==> config.mk <==
export PLATFORM = sky130hd
export DESIGN_NAME = multi_channel_compare_timer_flat
export DESIGN_NICKNAME = d
export VERILOG_FILES = /design/src/rtl/mct_pkg.sv /design/src/rtl/mct_ifs.sv /design/src/rtl/mct_in_stage.sv /design/src/rtl/mct_channel.sv /design/src/rtl/multi_channel_compare_timer.sv /design/src/flat_wrapper.sv
export SDC_FILE = /design/constraint.sdc
export NUM_CORES = 1
export LEC_CHECK = 0
export ABC_AREA = 1
export BUFFER_PORTS_ARGS = -buffer_cell sky130_fd_sc_hd__buf_2
export CAP_MARGIN = 20
export CORE_ASPECT_RATIO = 2
export CORE_MARGIN = 2
export CORE_UTILIZATION = 60
export CTS_CLUSTER_DIAMETER = 150
export DETAILED_ROUTE_END_ITERATION = 12
export GPL_TIMING_DRIVEN = 0
export PLACE_DENSITY_LB_ADDON = 0.1
export SKIP_LAST_GASP = 1
export SLEW_MARGIN = 10
export SYNTH_ARGS = -nofsm -noshare
export SYNTH_HDL_FRONTEND = slang
export SYNTH_HIERARCHICAL = 1
export SYNTH_SLANG_ARGS = --single-unit
==> constraint.sdc <==
create_clock -name clk -period 5.2 [get_ports clk]
set_input_delay 0.26 -clock clk [delete_from_list [all_inputs] [get_ports clk]]
set_output_delay 0.26 -clock clk [all_outputs]
set_load 0.1 [all_outputs]
==> src/rtl/mct_pkg.sv <==
// Shared types, field widths, command codes and deadline helpers of the compare timer.
package mct_pkg;

    localparam int CMD_W    = 2;
    localparam int CH_W     = 2;
    localparam int DUR_W    = 32;
    localparam int MASK_W   = 3;
    localparam int COUNT_W  = 32;

    localparam logic [CMD_W-1:0] CMD_TICK     = 2'd0;
    localparam logic [CMD_W-1:0] CMD_ONESHOT  = 2'd1;
    localparam logic [CMD_W-1:0] CMD_PERIODIC = 2'd2;
    localparam logic [CMD_W-1:0] CMD_STOP     = 2'd3;

    typedef struct packed {
        logic [CMD_W-1:0] cmd;
        logic [CH_W-1:0]  channel;
        logic [DUR_W-1:0] duration_ticks;
    } mct_item_t;

    // Decoded command, shared by every compare channel.
    typedef struct packed {
        logic tick;
        logic start;
        logic periodic;
        logic stop;
    } mct_ctrl_t;

    // What one channel reports about the word in flight.
    typedef struct packed {
        logic fired;
        logic armed;
        logic done;
    } mct_chan_stat_t;

    // Offset added to the count before the word when a channel is started.
    function automatic logic [DUR_W-1:0] start_offset(input logic [DUR_W-1:0] d);
        logic [DUR_W-1:0] off;
        off = (d > DUR_W'(2)) ? (d - DUR_W'(2)) : DUR_W'(1);
        return off;
    endfunction

    // Reload offset relative to the count before a tick; the tick's own
    // increment is folded in so that only one adder is needed.
    function automatic logic [DUR_W-1:0] reload_offset(input logic [DUR_W-1:0] p);
        logic [DUR_W-1:0] off;
        off = (p > DUR_W'(2)) ? (p - DUR_W'(1)) : DUR_W'(2);
        return off;
    endfunction

endpackage

==> src/rtl/mct_ifs.sv <==
// Valid/ready channel interfaces for command words and result words.
interface mct_req_if;
    logic                      valid;
    logic                      ready;
    logic [mct_pkg::CMD_W-1:0] cmd;
    logic [mct_pkg::CH_W-1:0]  channel;
    logic [mct_pkg::DUR_W-1:0] duration_ticks;

    modport source (output valid, cmd, channel, duration_ticks, input ready);
    modport sink   (input valid, cmd, channel, duration_ticks, output ready);
endinterface

interface mct_rsp_if;
    logic                        valid;
    logic                        ready;
    logic [mct_pkg::MASK_W-1:0]  fired_mask;
    logic [mct_pkg::MASK_W-1:0]  done_mask;
    logic [mct_pkg::MASK_W-1:0]  armed_mask;
    logic [mct_pkg::COUNT_W-1:0] count_now;

    modport source (output valid, fired_mask, done_mask, armed_mask, count_now,
                    input ready);
    modport sink   (input valid, fired_mask, done_mask, armed_mask, count_now,
                    output ready);
endinterface

==> src/rtl/mct_in_stage.sv <==
// Input register stage that captures one command word per cycle while it is empty or its word moves on.
module mct_in_stage (
    input  logic               clk,
    input  logic               rst_n,
    mct_req_if.sink            req,
    input  logic               advance,
    output logic               item_valid,
    output mct_pkg::mct_item_t item
);
    import mct_pkg::*;

    logic      valid_reg;
    logic      valid_next;
    mct_item_t item_reg;
    logic      load;

    // The stage refills in the same cycle that its word moves on.
    assign req.ready  = !valid_reg || advance;
    assign load       = req.valid && req.ready;
    assign valid_next = load ? 1'b1 : (advance ? 1'b0 : valid_reg);

    always_ff @(posedge clk or negedge rst_n)
    begin
        if (!rst_n)
        begin
            valid_reg <= 1'b0;
        end
        else
        begin
            valid_reg <= valid_next;
        end
    end

    always_ff @(posedge clk)
    begin
        if (load)
        begin
            item_reg.cmd            <= req.cmd;
            item_reg.channel        <= req.channel;
            item_reg.duration_ticks <= req.duration_ticks;
        end
    end

    assign item_valid = valid_reg;
    assign item       = item_reg;

endmodule

==> src/rtl/mct_channel.sv <==
// One output-compare channel: compare value, reload period, armed and done flags.
module mct_channel #(
    parameter int COUNT_BITS = 32
) (
    input  logic                        clk,
    input  logic                        rst_n,
    input  logic                        en,
    input  mct_pkg::mct_ctrl_t          ctrl,
    input  logic                        sel,
    input  logic [COUNT_BITS-1:0]       count_cur,
    input  logic [COUNT_BITS-1:0]       count_inc,
    input  logic [mct_pkg::DUR_W-1:0]   duration_ticks,
    output mct_pkg::mct_chan_stat_t     stat
);
    import mct_pkg::*;

    localparam int SUM_W = (COUNT_BITS > DUR_W) ? COUNT_BITS : DUR_W;

    logic [COUNT_BITS-1:0] compare_reg;
    logic [COUNT_BITS-1:0] compare_next;
    logic [DUR_W-1:0]      period_reg;
    logic [DUR_W-1:0]      period_next;
    logic                  armed_reg;
    logic                  armed_next;
    logic                  done_reg;
    logic                  done_next;
    logic                  match;
    logic [DUR_W-1:0]      offset;
    logic [SUM_W-1:0]      deadline_sum;

    assign match = ctrl.tick && armed_reg && (compare_reg == count_inc);

    // One adder serves both the start deadline and the periodic reload.
    assign offset       = ctrl.tick ? reload_offset(period_reg)
                                    : start_offset(duration_ticks);
    assign deadline_sum = SUM_W'(count_cur) + SUM_W'(offset);

    always_comb
    begin
        compare_next = compare_reg;
        period_next  = period_reg;
        armed_next   = armed_reg;
        done_next    = done_reg;
        if (match)
        begin
            done_next = 1'b1;
            if (period_reg != '0)
            begin
                compare_next = deadline_sum[COUNT_BITS-1:0];
            end
            else
            begin
                armed_next = 1'b0;
            end
        end
        else if (sel && ctrl.stop)
        begin
            armed_next  = 1'b0;
            done_next   = 1'b1;
            period_next = '0;
        end
        else if (sel && ctrl.start)
        begin
            compare_next = deadline_sum[COUNT_BITS-1:0];
            period_next  = ctrl.periodic ? duration_ticks : '0;
            armed_next   = 1'b1;
            done_next    = 1'b0;
        end
    end

    always_ff @(posedge clk or negedge rst_n)
    begin
        if (!rst_n)
        begin
            armed_reg <= 1'b0;
            done_reg  <= 1'b0;
        end
        else if (en)
        begin
            armed_reg <= armed_next;
            done_reg  <= done_next;
        end
    end

    // Compare and period are only looked at while the channel is armed.
    always_ff @(posedge clk)
    begin
        if (en)
        begin
            compare_reg <= compare_next;
            period_reg  <= period_next;
        end
    end

    assign stat.fired = match;
    assign stat.armed = armed_next;
    assign stat.done  = done_next;

endmodule

==> src/rtl/multi_channel_compare_timer.sv <==
// Top level of the multi-channel output-compare timer.
//
// Command words arrive on req: a tick advances the free-running counter by
// one, and a start (one-shot or periodic) or stop addresses one compare
// channel. Every word gives exactly one result word on rsp, carrying the
// channels that fired on that word, the done and armed flags afterwards,
// and the counter value afterwards.
// A word is captured in an input register and processed in a single pass
// into the result register, whose valid flag then presents the result to
// the receiver. One word is accepted in every cycle while the receiver
// takes results; the per-channel compare and the single deadline adder
// set the length of that cycle.
// While the receiver stalls with a result waiting, one further word may sit
// in the input register; req.ready then falls until the result is taken.
// Reset clears the counter and all armed and done flags; no word is in
// flight afterwards and the block accepts words at once.
module multi_channel_compare_timer #(
    parameter int CHANNELS   = 3,
    parameter int COUNT_BITS = 32
) (
    input  logic      clk,
    input  logic      rst_n,
    mct_req_if.sink   req,
    mct_rsp_if.source rsp
);
    import mct_pkg::*;

    localparam int MW  = (CHANNELS > MASK_W) ? CHANNELS : MASK_W;
    localparam int CW  = (COUNT_BITS > COUNT_W) ? COUNT_BITS : COUNT_W;

    logic                  item_valid;
    mct_item_t             item;
    logic                  advance;
    mct_ctrl_t             ctrl;
    logic [CHANNELS-1:0]   sel;
    mct_chan_stat_t        stat [CHANNELS];
    logic [CHANNELS-1:0]   fired_vec;
    logic [CHANNELS-1:0]   armed_vec;
    logic [CHANNELS-1:0]   done_vec;
    logic [MW-1:0]         fired_wide;
    logic [MW-1:0]         armed_wide;
    logic [MW-1:0]         done_wide;

    logic [COUNT_BITS-1:0] count_reg;
    logic [COUNT_BITS-1:0] count_next;
    logic [COUNT_BITS-1:0] count_inc;
    logic [CW-1:0]         count_wide;

    logic                  out_valid_reg;
    logic                  out_valid_next;
    logic [MASK_W-1:0]     fired_reg;
    logic [MASK_W-1:0]     done_reg;
    logic [MASK_W-1:0]     armed_reg;
    logic [COUNT_W-1:0]    count_out_reg;

    mct_in_stage u_in_stage (
        .clk        (clk),
        .rst_n      (rst_n),
        .req        (req),
        .advance    (advance),
        .item_valid (item_valid),
        .item       (item)
    );

    assign advance = item_valid && (!out_valid_reg || rsp.ready);

    assign ctrl.tick     = (item.cmd == CMD_TICK);
    assign ctrl.start    = (item.cmd == CMD_ONESHOT) || (item.cmd == CMD_PERIODIC);
    assign ctrl.periodic = (item.cmd == CMD_PERIODIC);
    assign ctrl.stop     = (item.cmd == CMD_STOP);

    assign count_inc  = count_reg + COUNT_BITS'(1);
    assign count_next = ctrl.tick ? count_inc : count_reg;

    genvar c;
    generate
        for (c = 0; c < CHANNELS; c++)
        begin : g_chan
            // Channels beyond the decoded range are never selected.
            assign sel[c] = (int'(item.channel) == c);

            mct_channel #(
                .COUNT_BITS (COUNT_BITS)
            ) u_channel (
                .clk            (clk),
                .rst_n          (rst_n),
                .en             (advance),
                .ctrl           (ctrl),
                .sel            (sel[c]),
                .count_cur      (count_reg),
                .count_inc      (count_inc),
                .duration_ticks (item.duration_ticks),
                .stat           (stat[c])
            );

            assign fired_vec[c] = stat[c].fired;
            assign armed_vec[c] = stat[c].armed;
            assign done_vec[c]  = stat[c].done;
        end
    endgenerate

    assign fired_wide = MW'(fired_vec);
    assign armed_wide = MW'(armed_vec);
    assign done_wide  = MW'(done_vec);
    assign count_wide = CW'(count_next);

    assign out_valid_next = advance ? 1'b1 : (rsp.ready ? 1'b0 : out_valid_reg);

    always_ff @(posedge clk or negedge rst_n)
    begin
        if (!rst_n)
        begin
            count_reg     <= '0;
            out_valid_reg <= 1'b0;
        end
        else
        begin
            out_valid_reg <= out_valid_next;
            if (advance)
            begin
                count_reg <= count_next;
            end
        end
    end

    always_ff @(posedge clk)
    begin
        if (advance)
        begin
            fired_reg     <= fired_wide[MASK_W-1:0];
            done_reg      <= done_wide[MASK_W-1:0];
            armed_reg     <= armed_wide[MASK_W-1:0];
            count_out_reg <= count_wide[COUNT_W-1:0];
        end
    end

    assign rsp.valid      = out_valid_reg;
    assign rsp.fired_mask = fired_reg;
    assign rsp.done_mask  = done_reg;
    assign rsp.armed_mask = armed_reg;
    assign rsp.count_now  = count_out_reg;

    // The counter moves on tick words only.
    assert property (@(posedge clk) disable iff (!rst_n)
        advance && !ctrl.tick |=> count_reg == $past(count_reg))
        else $error("counter advanced on a non-tick word");

    // Only a tick can make a channel fire.
    assert property (@(posedge clk) disable iff (!rst_n)
        advance && !ctrl.tick |=> fired_reg == '0)
        else $error("fired flag on a non-tick word");

    // A channel that fires is always reported done.
    assert property (@(posedge clk) disable iff (!rst_n)
        rsp.valid |-> (rsp.fired_mask & ~rsp.done_mask) == '0)
        else $error("fired channel not marked done");

    // With the result register empty nothing may hold back the input.
    assert property (@(posedge clk) disable iff (!rst_n)
        !out_valid_reg |-> req.ready)
        else $error("input stalled with an empty result register");

endmodule
==> src/flat_wrapper.sv <==
// flat-port wrapper written by rule: the top's interface ports become plain ports
module multi_channel_compare_timer_flat import mct_pkg::*;
#(
    parameter int CHANNELS   = 3,
    parameter int COUNT_BITS = 32
)
  (clk, rst_n, req_valid, req_cmd, req_channel, req_duration_ticks, req_ready, rsp_valid, rsp_fired_mask, rsp_done_mask, rsp_armed_mask, rsp_count_now, rsp_ready);
  mct_req_if req_i ();
  mct_rsp_if rsp_i ();
  input  logic clk;
  input  logic rst_n;
  input wire logic [$bits(req_i.valid)-1:0] req_valid;
  input wire logic [$bits(req_i.cmd)-1:0] req_cmd;
  input wire logic [$bits(req_i.channel)-1:0] req_channel;
  input wire logic [$bits(req_i.duration_ticks)-1:0] req_duration_ticks;
  output wire logic [$bits(req_i.ready)-1:0] req_ready;
  output wire logic [$bits(rsp_i.valid)-1:0] rsp_valid;
  output wire logic [$bits(rsp_i.fired_mask)-1:0] rsp_fired_mask;
  output wire logic [$bits(rsp_i.done_mask)-1:0] rsp_done_mask;
  output wire logic [$bits(rsp_i.armed_mask)-1:0] rsp_armed_mask;
  output wire logic [$bits(rsp_i.count_now)-1:0] rsp_count_now;
  input wire logic [$bits(rsp_i.ready)-1:0] rsp_ready;
  assign req_i.valid = req_valid;
  assign req_i.cmd = req_cmd;
  assign req_i.channel = req_channel;
  assign req_i.duration_ticks = req_duration_ticks;
  assign req_ready = req_i.ready;
  assign rsp_valid = rsp_i.valid;
  assign rsp_fired_mask = rsp_i.fired_mask;
  assign rsp_done_mask = rsp_i.done_mask;
  assign rsp_armed_mask = rsp_i.armed_mask;
  assign rsp_count_now = rsp_i.count_now;
  assign rsp_i.ready = rsp_ready;
  multi_channel_compare_timer #(.CHANNELS(CHANNELS), .COUNT_BITS(COUNT_BITS)) u_core (.clk(clk), .rst_n(rst_n), .req(req_i), .rsp(rsp_i));
endmodule
==> reports/qor.yml <==
final_layout:
  area_growth_syn_to_layout_pct: 10.9
  final_cells: 4294
  layout_cells_sized_above_1: 0.107
  num_antenna_cells: 0
  num-nets-final: 3878
critical_path:
  reg2reg_from: "u_core/count_reg[12]$_DFFE_PN0P_"
  critical_path_peak_fanout: 12
  critical_path_arrival_ns: 5.37
  critPathTopFamily: "simple AND/OR/NAND/NOR gates"
  regToRegSetupSlack_ns: 0.13
  criticalPathCategory: "reg -> reg"
  critPathMostFrequentCell: "sky130_fd_sc_hd__nand2_1"
  worst_r2r_endpoint: "u_core/g_chan[1].u_channel/period_reg[6]$_SDFFCE_PP0P_"
  critPathRequiredTime_ns: 5.49
  critical_path.cell_chain: "nand2_1, nor2_2, nand2_1, nor2_4, nand2_1, nand2_1, nand2_1, xor2_1, nor2_1, nand2_1, nor2_1, nand2_1, nor2_1, nand2_1, inv_1, nor3_4, buf_4, buf_6, buf_4"
  biggest_cell_delay_along_the_critical_path_ns: 0.79
  cp.buffers_inverters: 4
  ff2ff_path_depth: 19
  worst_setup_path_start_kind: "flop"
  worst_path_max_delay_cell: "sky130_fd_sc_hd__dfrtp_1"
  worstSetupEndpointType: "flop"
synthesis:
  synthDominantCellAreaShare: 0.314
  area_fraction_in_compound_gates_after_synthesis: 0.105
  post_synth.cell_area_avg_um2: 7.24
  synthesis.nets: 3711
  syn_area_um2: 25800
  yosys_register_bits: 309
  largest_family_of_logic_cells_by_synthesized_area: "simple AND/OR/NAND/NOR gates"
  yosys-top-cells-area: "sky130_fd_sc_hd__edfxtp_1 (31%), sky130_fd_sc_hd__nand2_1 (12%), sky130_fd_sc_hd__nor2_1 (8.1%), sky130_fd_sc_hd__inv_1 (6.6%), sky130_fd_sc_hd__ha_1 (5.3%)"
  synth-simple-area-share: 0.344
  xor_xnor_fraction_of_synth_area: 0.0642
  dominantRegCellSynth: "sky130_fd_sc_hd__edfxtp_1"
  yosys.cell_count.top_type: "sky130_fd_sc_hd__nand2_1"
  synth.yosys.warnings: 6
  synth_edf_count: 269
  yosysUniqueCellTypes: 57
  synth.cells.most_frequent: "sky130_fd_sc_hd__nand2_1 (855), sky130_fd_sc_hd__nor2_1 (558), sky130_fd_sc_hd__inv_1 (450), sky130_fd_sc_hd__edfxtp_1 (269), sky130_fd_sc_hd__nand3_1 (224)"
  async_sr_flop_fraction: 0.129
  syn_inst: 3559
  synth.mux.area_fraction: 0
  yosys.area.top_type: "sky130_fd_sc_hd__edfxtp_1"
  proportion_of_synthesized_chip_area_in_sequential_cells: 0.352
  synth_fa_ha_area_frac: 0.0553
placement:
  placed_cells_incl_taps: 4197
  gp_congestion: 1.16
  hpwl_um: 79000
  portBuffers: 82
clocking:
  cts.clk_slew.worst_paths_ns: 0.07
  cts-htree-levels: 1
  tritoncts: "yes"
  cts.sink_count: 309
  cts_made_buffers: 29
  insertion_delay_ns: 0.60
  cts_buffer_depth: 3
  cts.root.buffer_cell: "sky130_fd_sc_hd__clkbuf_16"
drt:
  post_drt_wl_per_cell_um: 23.8
  drc_errors: 0
  violation_count_after_the_first_detailed_route_iteration: 2637
  drt-pass1-iter-count: 8
  viasPerCell: 6.08
  remaining_antenna_violation_count_after_routing: 0
  route.final.wire_length_um: 102000
  vias_after_detailed_routing: 26101
global_routing:
  grt_pass1_wl_um: 150000
  pin_count_of_the_biggest_net_entering_global_routing: 41
  global_route.overflow_total: 0
  antenna_found_initial: 2
  grt_pass1_vias: 25821
  grt.total_usage: 0.456
die:
  initial_utilization: 0.607
  die_height_um: 297
  design.die.area_um2: 44700
  fp.coreArea_um2: 42400
  row_count: 107
  num_io_pins: 83
  fp.dieW_um: 151
timing:
  fmaxAchievable_mhz: 197
  max_slew.worst_pin.slew_ns: 1.20
  timing.final.hold_violations: 0
  grt_setup_unrepaired: "no"
  totalNegativeSetupSlack_ns: 0
  hold_ws_ns: 0.0583
  clock_skew_ns: 0.0209
  setup_violations: 0
  timing.final.crit_period_ns: 5.07
  drv_slew: 0
  slew-limit-headroom: 0.198
  fin_crit_sh: 0.976
pwr:
  design_power_total_mw: 12.8
  total_leakage_power_nw: 12.8
  pwr-share-clk: 0.179
  vdd.ir_drop.worst_uv: 394
  p_sw_frac: 0.499
  p_per_area_nw_per_um2: 449
  power.net_switching_mw: 6.39
  internal_power_mw: 6.42
  share_of_power_burned_in_registers: 0.328
  combPwrFrac: 0.493
run_status:
  status: "completed"
job:
  maxcap_viol_count: 0
min_path:
  worst_hold_path_type: "in -> async"
==> cell usage in the layout (no fill, tap or decap), types with 36 or more instances in the layout <==
master,n
sky130_fd_sc_hd__a21oi_1,158
sky130_fd_sc_hd__buf_2,87
sky130_fd_sc_hd__dfrtp_1,36
sky130_fd_sc_hd__dlygate4sd3_1,39
sky130_fd_sc_hd__edfxtp_1,269
sky130_fd_sc_hd__ha_1,109
sky130_fd_sc_hd__inv_1,449
sky130_fd_sc_hd__nand2_1,855
sky130_fd_sc_hd__nand3_1,224
sky130_fd_sc_hd__nand4_1,51
sky130_fd_sc_hd__nor2_1,553
sky130_fd_sc_hd__nor2_2,47
sky130_fd_sc_hd__nor2_4,37
sky130_fd_sc_hd__nor3_1,47
sky130_fd_sc_hd__o21ai_0,149
sky130_fd_sc_hd__o21ai_1,36
sky130_fd_sc_hd__o22ai_1,39
sky130_fd_sc_hd__or2_2,47
sky130_fd_sc_hd__xnor2_1,45
sky130_fd_sc_hd__xor2_1,141
==> logic make-up after synthesis <==
group / after synthesis
and+or+nand+nor: 1964
DFF: 309
AOI/OAI and AO/OA: 479
buffers and inverters: 507
adders and majority gates: 112
xor gates and xnor gates: 188
==> power by group through the flow <==
stage	combinational, mW	sequential [mW]	clock [mW]
after floorplan	3.73	4.29	0
after global placement	5.81	4.13	0
after detailed placement	5.97	4.14	0
after CTS	6.03	4.09	2.31
after global routing	6.81	4.18	2.39
final	6.32	4.20	2.30
==> final cells by class <==
cell class	count	area (um2)
multi-input combinational	2743	14700
inverter	463	1760
buffer	44	287
fill	3647	13900
clock inverter	13	103
tap	545	682
clock buffer	41	928
timing repair buffer	136	1010
sequential	309	9080
==> stage by stage <==
stage | setup slack (ns) | cell area, um2 | util
floorplan | 0.331 | 25800 | -
global placement | -2.58 | 26900 | 0.633
detailed placement | 0.123 | 27100 | 0.638
CTS | 0.105 | 28500 | 0.671
global route | 0.0720 | 28600 | 0.673
finish | 0.127 | 28600 | 0.673
==> what timing repair did <==
item                                   CTS  global route
endpoints found under the hold margin   78             0
resized for setup                        0            10
setup buffers                            0             3
setup endpoints to repair                0            96
hold buffers                            39             0
==> per-layer routing <==
layer / global-route usage / wire length (um) / up-vias
met4: 0.477 / 14100 / 4
met1: 0.433 / 30300 / 11776
met2: 0.749 / 47400 / 1614
met3: 0.124 / 10100 / 689
li1: - / - / 12018
met5: 0 / 28 / -
==> worst max-delay path by stage <==
stage | cells after the start | end | slack, ns | startpoint
floorplan | 6 | u_core/g_chan[0].u_channel/period_reg[0]$_SDFFCE_PP0P_ | 0.33 | u_core/rsp.valid$_DFFE_PN0P_
detailed placement | 20 | u_core/g_chan[1].u_channel/period_reg[25]$_SDFFCE_PP0P_ | 0.12 | u_core/count_reg[0]$_DFFE_PN0P_
global placement | 17 | u_core/g_chan[1].u_channel/period_reg[25]$_SDFFCE_PP0P_ | -2.58 | u_core/count_reg[0]$_DFFE_PN0P_
finish | 19 | u_core/g_chan[1].u_channel/period_reg[6]$_SDFFCE_PP0P_ | 0.13 | u_core/count_reg[12]$_DFFE_PN0P_
global route | 20 | u_core/g_chan[1].u_channel/period_reg[25]$_SDFFCE_PP0P_ | 0.07 | u_core/count_reg[0]$_DFFE_PN0P_
CTS | 20 | u_core/g_chan[1].u_channel/period_reg[16]$_SDFFCE_PP0P_ | 0.10 | u_core/count_reg[0]$_DFFE_PN0P_
Note: power is estimated with default switching activity, not from simulation.
